### src/design/epc_pkg.sv
// Shared constants, types and helpers of the equal pair counter.
package epc_pkg;

    localparam int DEPTH       = 64;
    localparam int VALUE_BITS  = 32;
    localparam int IN_VALUE_W  = 32;
    localparam int CNT_W       = $clog2(DEPTH + 1);
    localparam int TOTAL_W     = 32;
    localparam int OUT_TDATA_W = ((TOTAL_W + 1 + 7) / 8) * 8;
    localparam int IN_TUSER_W  = 2;

    // Bit positions inside the input tuser.
    localparam int TUSER_OP  = 0;
    localparam int TUSER_HAS = 1;

    // Operation codes.
    localparam logic OP_STORE = 1'b0;
    localparam logic OP_PROBE = 1'b1;

    // One probe travelling along the cell row.
    typedef struct packed {
        logic                  valid;
        logic [VALUE_BITS-1:0] value;
        logic                  has;
        logic                  last;
        logic [CNT_W-1:0]      hits;
    } t_probe;

    // Sign-extends the raw element and keeps its low VALUE_BITS bits.
    function automatic logic [VALUE_BITS-1:0] norm_value(input logic [IN_VALUE_W-1:0] raw);
        logic [63:0] ext;
        ext = {{(64 - IN_VALUE_W){raw[IN_VALUE_W-1]}}, raw};
        return ext[VALUE_BITS-1:0];
    endfunction

endpackage

### src/design/epc_cell.sv
// One compare cell: holds a stored element and one probe pipeline stage.
module epc_cell (
    input  logic                           i_clk,
    input  logic                           i_rst_n,
    input  logic                           i_en,
    input  logic                           i_clear,
    input  logic                           i_shift,
    input  logic [epc_pkg::VALUE_BITS-1:0] i_store_value,
    input  logic                           i_store_valid,
    output logic [epc_pkg::VALUE_BITS-1:0] o_store_value,
    output logic                           o_store_valid,
    input  epc_pkg::t_probe                i_probe,
    output epc_pkg::t_probe                o_probe
);

    logic [epc_pkg::VALUE_BITS-1:0] r_value;
    logic                           r_valid;
    epc_pkg::t_probe                r_probe;
    epc_pkg::t_probe                n_probe;
    logic                           w_hit;

    assign w_hit = r_valid && i_probe.valid && i_probe.has && (r_value == i_probe.value);

    always_comb begin
        n_probe      = i_probe;
        n_probe.hits = i_probe.hits + epc_pkg::CNT_W'(w_hit);
    end

    always_ff @(posedge i_clk) begin
        if (!i_rst_n) begin
            r_valid <= 1'b0;
        end else if (i_clear) begin
            r_valid <= 1'b0;
        end else if (i_shift) begin
            r_valid <= i_store_valid;
        end
    end

    always_ff @(posedge i_clk) begin
        if (i_shift) begin
            r_value <= i_store_value;
        end
    end

    always_ff @(posedge i_clk) begin
        if (!i_rst_n) begin
            r_probe.valid <= 1'b0;
        end else if (i_en) begin
            r_probe.valid <= n_probe.valid;
        end
    end

    always_ff @(posedge i_clk) begin
        if (i_en) begin
            r_probe.value <= n_probe.value;
            r_probe.has   <= n_probe.has;
            r_probe.last  <= n_probe.last;
            r_probe.hits  <= n_probe.hits;
        end
    end

    assign o_store_value = r_value;
    assign o_store_valid = r_valid;
    assign o_probe       = r_probe;

endmodule

### config.mk
export PLATFORM = sky130hd
export DESIGN_NAME = epc_cell
export DESIGN_NICKNAME = d
export VERILOG_FILES = /design/src/design/epc_pkg.sv /design/src/design/epc_cell.sv
export SDC_FILE = /design/constraint.sdc
export NUM_CORES = 1
export LEC_CHECK = 0
export BUFFER_PORTS_ARGS = -buffer_cell sky130_fd_sc_hd__buf_4
export CAP_MARGIN = 30
export CORE_ASPECT_RATIO = 0.6
export CORE_MARGIN = 5
export CORE_UTILIZATION = 43
export DETAILED_ROUTE_END_ITERATION = 16
export PLACE_DENSITY = 0.9
export SYNTH_ARGS = -nofsm -noshare
export SYNTH_HDL_FRONTEND = slang
export SYNTH_SLANG_ARGS = --single-unit
### constraint.sdc
create_clock -name i_clk -period 3 [get_ports i_clk]
set_input_delay 0.15 -clock i_clk [delete_from_list [all_inputs] [get_ports i_clk]]
set_output_delay 0.15 -clock i_clk [all_outputs]
set_load 0.02 [all_outputs]
Yosys cells after proc, flatten, opt, wreduce, memory -nomap -nowiden
Cells that the tools add are included.
{"block": "word_totals", "regBits": 75, "output_inout_bits": 75, "input_bits": 80, "elab_cells": 14}
{"block": "classes", "n_eq_ne": 1, "add_sub_neg": 1, "n_bitwise": 1, "reduce_logical": 4}
{"cell": "$eq 32x32->1", "n": 1}
{"cell": "$add 7x1->7", "n": 1}
{"cell": "$logic_and 1x1->1", "n": 3}
{"cell": "$reduce_or 2->1", "n": 1}
{"cell": "$not 1->1", "n": 1}

Longest topological paths before layout
Gate-level depths: netlist of the first run.
{"block": "depth", "ltp_word": 4, "depth_mapped": 8, "mapped_depth_nobuf": 8}

Worst setup path before layout of the first run
OpenSTA, ideal clock, no wires.
{"block": "synth_path", "path_type": "flip-flop to flip-flop", "from": "reg r_value (netlist bit o_store_value[1])", "to": "reg r_probe (netlist bit o_probe[4]), data pin", "path_slack_ps": 762, "arrival_ps": 1980, "period_less_slack_ps": 2238, "n_path_buf": 0, "stages_incl_launch_ff": 9, "path_cell_list": "edfxtp_1 -> xnor2_1 -> nand4_1 -> or4_1 -> nor3_2 -> ha_1 -> ha_1 -> nand3_1 -> xnor2_1"}
{"item": "start, declared", "line_no": "epc_cell.sv:16", "text": "logic [epc_pkg::VALUE_BITS-1:0] r_value;"}
{"item": "start signal, assigned", "line_no": "epc_cell.sv:41", "text": "r_value <= i_store_value;"}
{"item": "end, declared", "line_no": "epc_cell.sv:18", "text": "epc_pkg::t_probe r_probe;"}

==> metrics, run 1 <==
I/O pins=155; initial antenna violation count=0; fin worst setup slack=between 400 and 500 ps; status=finished, final reports clean; Cells after Synth=approximately 140; Final HPWL DP=5.26 mm; fillers=357; Async SR Flop Fraction=0; CP Max Fanout=3; cells along the critical path=dlygate4sd3_1 > buf_4 > xor2_1 > nor4_1 > nand4_1 > nor3_2 > ha_1 > ha_1 > nand3_1 > xnor2_1; GRT overflow=0; hold path depth=2; PostCTS Resize Cnt=0; largest cells by area after synthesis=edfxtp_1 81%, xnor2_1 6.4%, xor2_1 5.5%; VDD IR-drop max=between 0.3 and 0.4 mV; Hold/Removal Path Class=input port to flip-flop; Period minus WS final=2570 ps; cts bufs inserted=9; nets=449; Synthesized Nets=217; CTS tree=yes; # rows=22; Reg2Reg Launch Point=o_store_value[12]; R2R Setup Slk=500 ps; # clock sinks=75; first-pass GRT wire length=about 12 mm; core footprint=6140 sq um; Cell Area, Synth=2720 sq um; syn_area_per_cell=20.1 sq um; die area=8070 sq um; Clock transition at path regs=70 ps; final WL=8.04 mm; drt pass-1 iters=4; H-tree depth=3; DP Worst Slack=524 ps; Seq cells post-synth=75; Post-synth top flop=edfxtp_1; pin count of the biggest net entering global routing=between 40 and 50; Yosys cell types=14; Critical Path AT=2650 ps; Final Wtd Congestion=around 0.74; Synth Warn #=0; critical path type=input port to flip-flop; Hold Worst Slack=50.9 ps; Yosys top cell area share=0.806; max_cap viols=0; setup TNS=0 ps; Startpoint Class=input port; worst skew pair latency=340 ps; PortBufs=154; CP endpoint kind=flip-flop; Final Skew=8.68 ps; PD cells=roughly 540 nW/um^2; post-CTS setup buffers=0; wire per inst=approximately 18 um; Vias per Instance=between 4 and 5; Rel. slew slack=0.625; min-delay src=i_rst_n; share of cells above drive strength 1=0.453; hold buffers post-CTS=65; Synth area leader=edfxtp_1; clock buffer depth=2; area grow syn2layout=79.5%; area of the multi-input gates=488 sq um; Worst path slowest cell=dlygate4sd3_1; vias=2084; register area share after synthesis=0.821; R2R depth=8; DRC violations left=0; Leak Pwr=between 0.002 and 0.0025 uW; die height=71.6 um; worst slew pin tran=around 560 ps; Worst path most repeated cell=ha_1; clk root buf=clkbuf_8; Reg-to-Reg End=o_probe[4]; DR iter-0 viols=83; DIE WIDTH=113 um; final setup violation count=0; DRT antenna net count=0; ANT cells=0; synth cell count leaders=73 x edfxtp_1, 20 x xnor2_1, 17 x xor2_1; Hold Path Sink=o_probe[41]; Worst Path Required=3080 ps; Final Hold Viols=0; crit share post-route=0.856; most frequent cell after synthesis=edfxtp_1; GRT Util Overall=0.198; EDFF count, synth=73; Reg area=2230 sq um; unrepaired setup endpoints after global routing=no; FMAX=389 MHz; count of pins over their slew limit=0; vias in the first global route=approximately 2300; Initial Utilization=0.443; max incr delay on CP=540 ps
## layout make-up
type | instances | area share
repair buffers | 221 | 0.374
clock buffers | 10 | 0.0261
multi-input cells | 60 | 0.0999
flip-flops and latches | 75 | 0.457
well taps | 84 | 0.0215
clock inverters | 5 | 0.0210
## cells by family after synthesis
group                    after synthesis  synth area share
XOR/XNOR                              37             0.119
adder cells (fa/ha/maj)                2           0.00920
flip-flops                            75             0.821
multiplexers                           2           0.00736
AND/OR/NAND/NOR                       19            0.0437
## worst max path at each step
stage | start | end | slack, ps
floorplan | o_store_value[1] | o_probe[4] | 760
global placement | o_store_value[24] | o_probe[6] | 570
detailed placement | o_store_value[24] | o_probe[4] | 520
CTS | i_probe[33] | o_probe[4] | 450
global route | i_probe[21] | o_probe[6] | 350
finish | i_probe[21] | o_probe[4] | 430
## state kept, by name, indices dropped and copies added, names as in the netlist
name and flops:
o_store_valid 1, o_store_value 32, o_probe 42
## cells in the final DEF (no fill, tap or decap)
| cell | instances |
|---|---|
| xnor2_1 | 20 |
| nor4_1 | 4 |
| and3_1 | 1 |
| edfxtp_1 | 73 |
| bufinv_16 | 3 |
| buf_4 | 154 |
| xor2_1 | 17 |
| dlygate4sd3_1 | 67 |
| clkbuf_1 | 1 |
| nor2b_1 | 1 |
| mux2i_1 | 2 |
| nor3_2 | 1 |
| clkinv_4 | 1 |
| or4_1 | 1 |
| dfxtp_1 | 2 |
| nor3b_1 | 1 |
| clkinv_1 | 1 |
| nand4_1 | 5 |
| ha_1 | 2 |
| nand3_1 | 5 |
| clkbuf_8 | 9 |
## per-stage QoR
step | power, uW | instances | instance area (sq um) | utilization
after CTS | 2660 | 453 | 4860 | 0.792
after global placement | 1690 | 373 | 3980 | 0.649
final | 2650 | 455 | 4880 | 0.795
after detailed placement | 1700 | 373 | 3980 | 0.649
after floorplan | 1450 | 135 | 2720 | -
after global routing | 2760 | 455 | 4880 | 0.795
## layer usage
metal  GRT usage  wire, um  part of all wire
met1       0.216      2980              0.37
met2       0.352      4190              0.52
met3      0.0928       738             0.092
met4      0.0520       128             0.016
met5           0         0                 0
## critical path, delay by kind of cell
family | cells | cell delay [ps]
AND/OR/NAND/NOR | 4 | 1060
buffers and inverters | 2 | 690
adder cells (fa/ha/maj) | 2 | 460
XOR/XNOR | 2 | 300
## power breakdown
| group | switching (uW) | total, uW | internal, uW |
|---|---|---|---|
| clock network | 350 | 897 | 547 |
| registers | 40.3 | 1280 | 1240 |
| logic | 223 | 474 | 251 |
No activity file was read; power rests on OpenSTA's default activity.
==> run 2: changes to the inputs <==
--- a/config.mk
+++ b/config.mk
@@ -6,7 +6,7 @@
 export NUM_CORES = 1
 export LEC_CHECK = 0
 export BUFFER_PORTS_ARGS = -buffer_cell sky130_fd_sc_hd__buf_4
-export CAP_MARGIN = 30
+export CAP_MARGIN = 40
 export CORE_ASPECT_RATIO = 0.6
 export CORE_MARGIN = 5
 export CORE_UTILIZATION = 43
==> constraint.sdc (replaced) <==
create_clock -name i_clk -period 2.4 [get_ports i_clk]
set_input_delay 0.12 -clock i_clk [delete_from_list [all_inputs] [get_ports i_clk]]
set_output_delay 0.12 -clock i_clk [all_outputs]
set_load 0.02 [all_outputs]
==> run 2 against run 1 <==
Register-to-register slack worse by 420 ps; non-clock buffer count rose by 4; cell count is 1.1% higher; critical endpoint is now o_probe[6]; global-route usage fell by 0.31 points; clock skew is 1.6 ps lower; routed wire length shrank 3.1%; combinational power rose by 27%; critical path type unchanged.
==> metrics, run 2 (synthesized netlist as in run 1, its figures left out) <==
DRC violations left=0 (unchanged); commonest non-fill, non-tap cell in the layout=buf_4; vias=2108 (+1.2%); Rel. slew slack=0.624 (-0.00113); cts bufs inserted=9 (unchanged); PortBufs=154 (unchanged); die height=71.6 um (unchanged); commonest cells after routing, fill and taps aside=158 x buf_4, 73 x edfxtp_1, 67 x dlygate4sd3_1; hold path depth=2 (unchanged); Vias per Instance=4.58 (about the same); die area=8070 sq um (unchanged); Final Skew=7.11 ps (-1.57 ps); Reg2Reg Launch Point=o_store_value[19]; Hold/Removal Path Class=input port to flip-flop; Met1 Wirelength=2.81 mm (-5.7%); GRT overflow=0 (unchanged); worst slew pin tran=564 ps (+6.83 ps); first-pass GRT wire length=11.8 mm (-1.8%); DR iter-0 viols=46 (-45%); Final Wtd Congestion=0.732 (-1.7%); GRT Util Overall=0.195 (-0.00313); Final Hold Viols=0 (unchanged); Worst path slowest cell=or4_4; max_cap viols=0 (unchanged); PD cells=668 nW/um^2 (+23%); # clock sinks=75 (unchanged); VDD IR-drop max=0.519 mV (+44%); crit path launch=i_probe[36]; Worst path most repeated cell=xnor2_1; pin count of the biggest net entering global routing=43 (unchanged); status=finished, final reports clean; max incr delay on CP=570 ps (+30 ps); wire per inst=16.9 um (-4.2%); DRT antenna net count=0 (unchanged); Clock transition at path regs=70 ps (about the same); Leak Pwr=0.00207 uW (+2.1%); area grow syn2layout=82.3%; clock buffer depth=2 (unchanged); R2R depth=8 (unchanged); H-tree depth=3 (unchanged); crit share post-route=0.983; count of pins over their slew limit=0 (unchanged); CTS tree=yes; CP Max Fanout=3 (unchanged); final setup violation count=0 (unchanged); CP endpoint kind=flip-flop; Hold Path Sink=o_probe[41]; cells along the critical path=dlygate4sd3_1 > buf_4 > xnor2_1 > nand4_1 > or4_4 > nor3_4 > ha_2 > ha_4 > nand3_1 > xnor2_1; I/O pins=155 (unchanged); Reg-to-Reg End=o_probe[6]; setup TNS=0 ps (unchanged); critical path type=input port to flip-flop; unrepaired setup endpoints after global routing=no; worst skew pair latency=340 ps (about the same); Critical Path AT=2440 ps (-210 ps); Hold Worst Slack=43.0 ps (-7.90 ps); DR WL met3=799 um (+8.3%); # rows=22 (unchanged); nets=453 (+0.89%); Initial Utilization=0.443 (unchanged); fin worst setup slack=39.8 ps (-392 ps); R2R Setup Slk=80 ps (-420 ps); metal2 WL=4.06 mm (-3.1%); initial antenna violation count=0 (unchanged); clk root buf=clkbuf_8; min-delay src=i_rst_n; core footprint=6140 sq um (unchanged); DP Worst Slack=0.342 ps (-524 ps); Startpoint Class=input port; final WL=7.79 mm (-3.1%); Period minus WS final=2360 ps; drt pass-1 iters=4 (unchanged); FMAX=424 MHz; Top Layer Used=met4; max reg flops=42 (unchanged); DIE WIDTH=113 um (unchanged); share of cells above drive strength 1=0.475 (+0.0218); vias in the first global route=2292 (+0.48%); Worst Path Required=2480 ps (-600 ps)
==> run 2: repair_timing <==
item / 4_1_cts / 5_1_grt
hold endpoints to repair: 67 / 0
setup endpoints to repair: 1 / 3
pin swaps: 0 / 5
gates resized for setup: 1 / 7
hold buffers: 67 / 0
setup buffers: 0 / 1
==> run 2: cell type report <==
class,instances,area (sq um)
Clock buffer,9,124
Clock inverter,6,105
Antenna cell,1,2.50
Tap cell,84,105
Fill cell,335,1180
Sequential cell,75,2230
Timing Repair Buffer,225,1860
Multi-Input combinational cell,60,534
==> run 2: worst max-delay path by stage <==
stage / end / slack (ps)
2_1_floorplan: o_probe[4] / 160
3_3_place_gp: o_probe[6] / 60
3_5_place_dp: o_probe[6] / 0.3
4_1_cts: o_probe[6] / 10
5_1_grt: o_probe[4] / 3
6_report: o_probe[6] / 40
==> run 2: metrics by stage <==
stage | cells | cell area [sq um] | utilization | total power [uW]
2_1_floorplan | 135 | 2720 | - | 1820
3_3_place_gp | 376 | 4000 | 0.652 | 2120
3_5_place_dp | 376 | 4000 | 0.652 | 2130
4_1_cts | 458 | 4910 | 0.799 | 3320
5_1_grt | 459 | 4960 | 0.808 | 3440
6_report | 460 | 4960 | 0.808 | 3310
==> run 2: critical path, delay by kind of cell <==
family                   cells  cell delay [ps]
AND/OR/NAND/NOR              4              950
buffers and inverters        2              680
adder cells (fa/ha/maj)      2              370
XOR/XNOR                     2              310
==> run 2: power by group <==
part	leakage (uW)	internal, uW	total (uW)	switching (uW)
registers	0.000731	1550	1600	48.7
logic	0.00123	319	601	282
clock network	0.000110	678	1110	431
total	0.00207	2550	3310	762
==> run 2: metal layers <==
metal  track usage  vias to the layer above
met5             0                        -
met4        0.0560                        0
met3         0.100                       10
met2         0.344                      109
met1         0.207                      999
li1              -                      990
==> run 3: changes to the inputs <==
--- a/config.mk
+++ b/config.mk
@@ -7,7 +7,7 @@
 export LEC_CHECK = 0
 export BUFFER_PORTS_ARGS = -buffer_cell sky130_fd_sc_hd__buf_4
 export CAP_MARGIN = 40
-export CORE_ASPECT_RATIO = 0.6
+export CORE_ASPECT_RATIO = 0.9
 export CORE_MARGIN = 5
 export CORE_UTILIZATION = 43
 export DETAILED_ROUTE_END_ITERATION = 16
==> run 3 against run 2 <==
Sequential power is essentially flat; sequential share of layout area grew 0.17 points; fmax increased by 1.4%; routed wire length grew 9.1%; critical path depth is 2 lower; worst setup slack better by 33 ps; die area down 0.62%; critical path type is now flip-flop to flip-flop.
==> metrics, run 3 (synthesized netlist as in run 1, its figures left out) <==
die height=85.5 um (+19%); fillers=350 (+4.5%); Critical Path AT=2410 ps (-30 ps); share of cells above drive strength 1=0.483 (+0.00800); CP endpoint kind=flip-flop; Final Skew=9.87 ps (+2.76 ps); Period minus WS final=2330 ps (-33.4 ps); CP delay by family, top=simple AND/OR/NAND/NOR gates; pin count of the biggest net entering global routing=43 (unchanged); Leak Pwr=0.00205 uW (-0.78%); worst slew pin tran=556 ps (-8.26 ps); nets=452 (-0.22%); CTS tree=yes; Final Hold Viols=0 (unchanged); Worst path most repeated cell=ha_4; commonest non-fill, non-tap cell in the layout=buf_4; first-pass GRT wire length=12.7 mm (+7.2%); H-tree depth=3 (unchanged); Startpoint Class=flip-flop; max incr delay on CP=560 ps (about the same); commonest cells after routing, fill and taps aside=157 x buf_4, 73 x edfxtp_1, 67 x dlygate4sd3_1; Reg-to-Reg End=o_probe[4]; CP Max Fanout=3 (unchanged); DIE WIDTH=93.8 um (-17%); DP Worst Slack=-52.9 ps (-53.2 ps); Worst Path Required=2480 ps (about the same); WP depth=8 (-2); area of the multi-input gates=568 sq um (+6.3%); area grow syn2layout=81.6%; DR iter-0 viols=93 (+100%); cts bufs inserted=9 (unchanged); DRT antenna net count=0 (unchanged); status=finished, final reports clean; count of pins over their slew limit=0 (unchanged); cells along the critical path=xnor2_1 > nand4_1 > or4_4 > nor3_4 > ha_4 > ha_4 > nand3_4 > xnor2_2; critical path type=flip-flop to flip-flop; Core Util, Final=0.804 (-0.00437); final setup violation count=0 (unchanged); # rows=27 (+23%); unrepaired setup endpoints after global routing=yes; FMAX=430 MHz (+1.4%); Final Wtd Congestion=0.805 (+10%); final WL=8.50 mm (+9.1%); Hold/Removal Path Class=input port to flip-flop; setup TNS=0 ps (unchanged); Rel. slew slack=0.630 (+0.00550); clock buffer depth=2 (unchanged); ANT cells=0 (-1); crit share post-route=0.970 (-0.0139); Vias per Instance=4.63 (+1.1%); vias in the first global route=2439 (+6.4%); initial antenna violation count=0 (unchanged); # clock sinks=75 (unchanged); I/O pins=155 (unchanged); wire per inst=18.4 um (+8.6%); GRT overflow=0 (unchanged); core footprint=6150 sq um (+0.16%); worst skew pair latency=330 ps (about the same); Hold Path Sink=o_probe[41]; crit path buf inv count=0 (-2); PortBufs=154 (unchanged); hold path depth=2 (unchanged); Reg area=2230 sq um (unchanged); Design Area, Final=4940 sq um (-0.38%); GRT Util Overall=0.214 (+0.0193); max_cap viols=0 (unchanged); min-delay src=i_rst_n; Initial Utilization=0.442 (-0.000721); Reg2Reg Launch Point=o_store_value[26]; Placed Area=3990 sq um (-0.47%); clk root buf=clkbuf_8; max reg flops=42 (unchanged); fin worst setup slack=73.2 ps (+33.4 ps); R2R depth=8 (unchanged); DRC violations left=0 (unchanged); PD cells=630 nW/um^2 (-5.7%); vias=2141 (+1.6%); VDD IR-drop max=0.438 mV (-16%); R2R Setup Slk=70 ps (about the same); Clock transition at path regs=70 ps (about the same); die area=8020 sq um (-0.62%); Worst path slowest cell=or4_4; drt pass-1 iters=4 (unchanged)
==> run 3: cell count changes in the layout (fill, tap and decap cells not counted), moves of 2 or more <==
cell / before / now
bufinv_16: 3 / 0
clkbuf_8: 9 / 12
clkbuf_1: 0 / 2
clkinv_1: 2 / 0
clkinv_2: 0 / 2
nand3_1: 5 / 3
==> run 3: how the worst max path moves through the flow <==
| stage | start | endpoint | slack (ps) |
|---|---|---|---|
| finish | o_store_value[26] | o_probe[4] | 70 |
| global route | o_store_value[26] | o_probe[4] | -50 |
| CTS | o_store_value[24] | o_probe[4] | 6 |
| detailed placement | o_store_value[19] | o_probe[4] | -50 |
| global placement | o_store_value[24] | o_probe[6] | 60 |
| floorplan | o_store_value[1] | o_probe[4] | 160 |
==> run 3: per-layer routing <==
| layer | GRT usage | up-vias | share of wire |
|---|---|---|---|
| met2 | 0.422 | 98 | 0.59 |
| met5 | 0 | - | 0 |
| li1 | - | 987 | - |
| met1 | 0.208 | 1033 | 0.31 |
| met3 | 0.0470 | 23 | 0.060 |
| met4 | 0.0958 | 0 | 0.036 |
==> run 3: where the power goes <==
group | internal [uW] | switching, uW
sequential | 1550 | 51.1
clock | 459 | 439
combinational | 318 | 293
==> run 3: metrics by stage <==
| step | power [uW] | instances | hold WS, ps |
|---|---|---|---|
| 6_report | 3110 | 462 | 35.7 |
| 5_1_grt | 3220 | 462 | 46.5 |
| 4_1_cts | 3100 | 461 | 8.42 |
| 3_5_place_dp | 2130 | 376 | 296 |
| 3_3_place_gp | 2110 | 376 | 283 |
| 2_1_floorplan | 1820 | 135 | 196 |
==> run 3: final cells by class <==
cell class / instances / share of cell area
flip-flops and latches: 75 / 0.452
clock buffers: 14 / 0.0349
repair buffers: 224 / 0.374
well taps: 87 / 0.0220
multi-input cells: 60 / 0.115
clock inverters: 2 / 0.00203
==> run 3: timing repair <==
action                                 4_1_cts  5_1_grt
buffers inserted                             2        1
pin swaps                                    4        8
hold buffers                                67        0
setup endpoints to repair                    2        4
endpoints found under the hold margin       67        0
resized for setup                            5        8
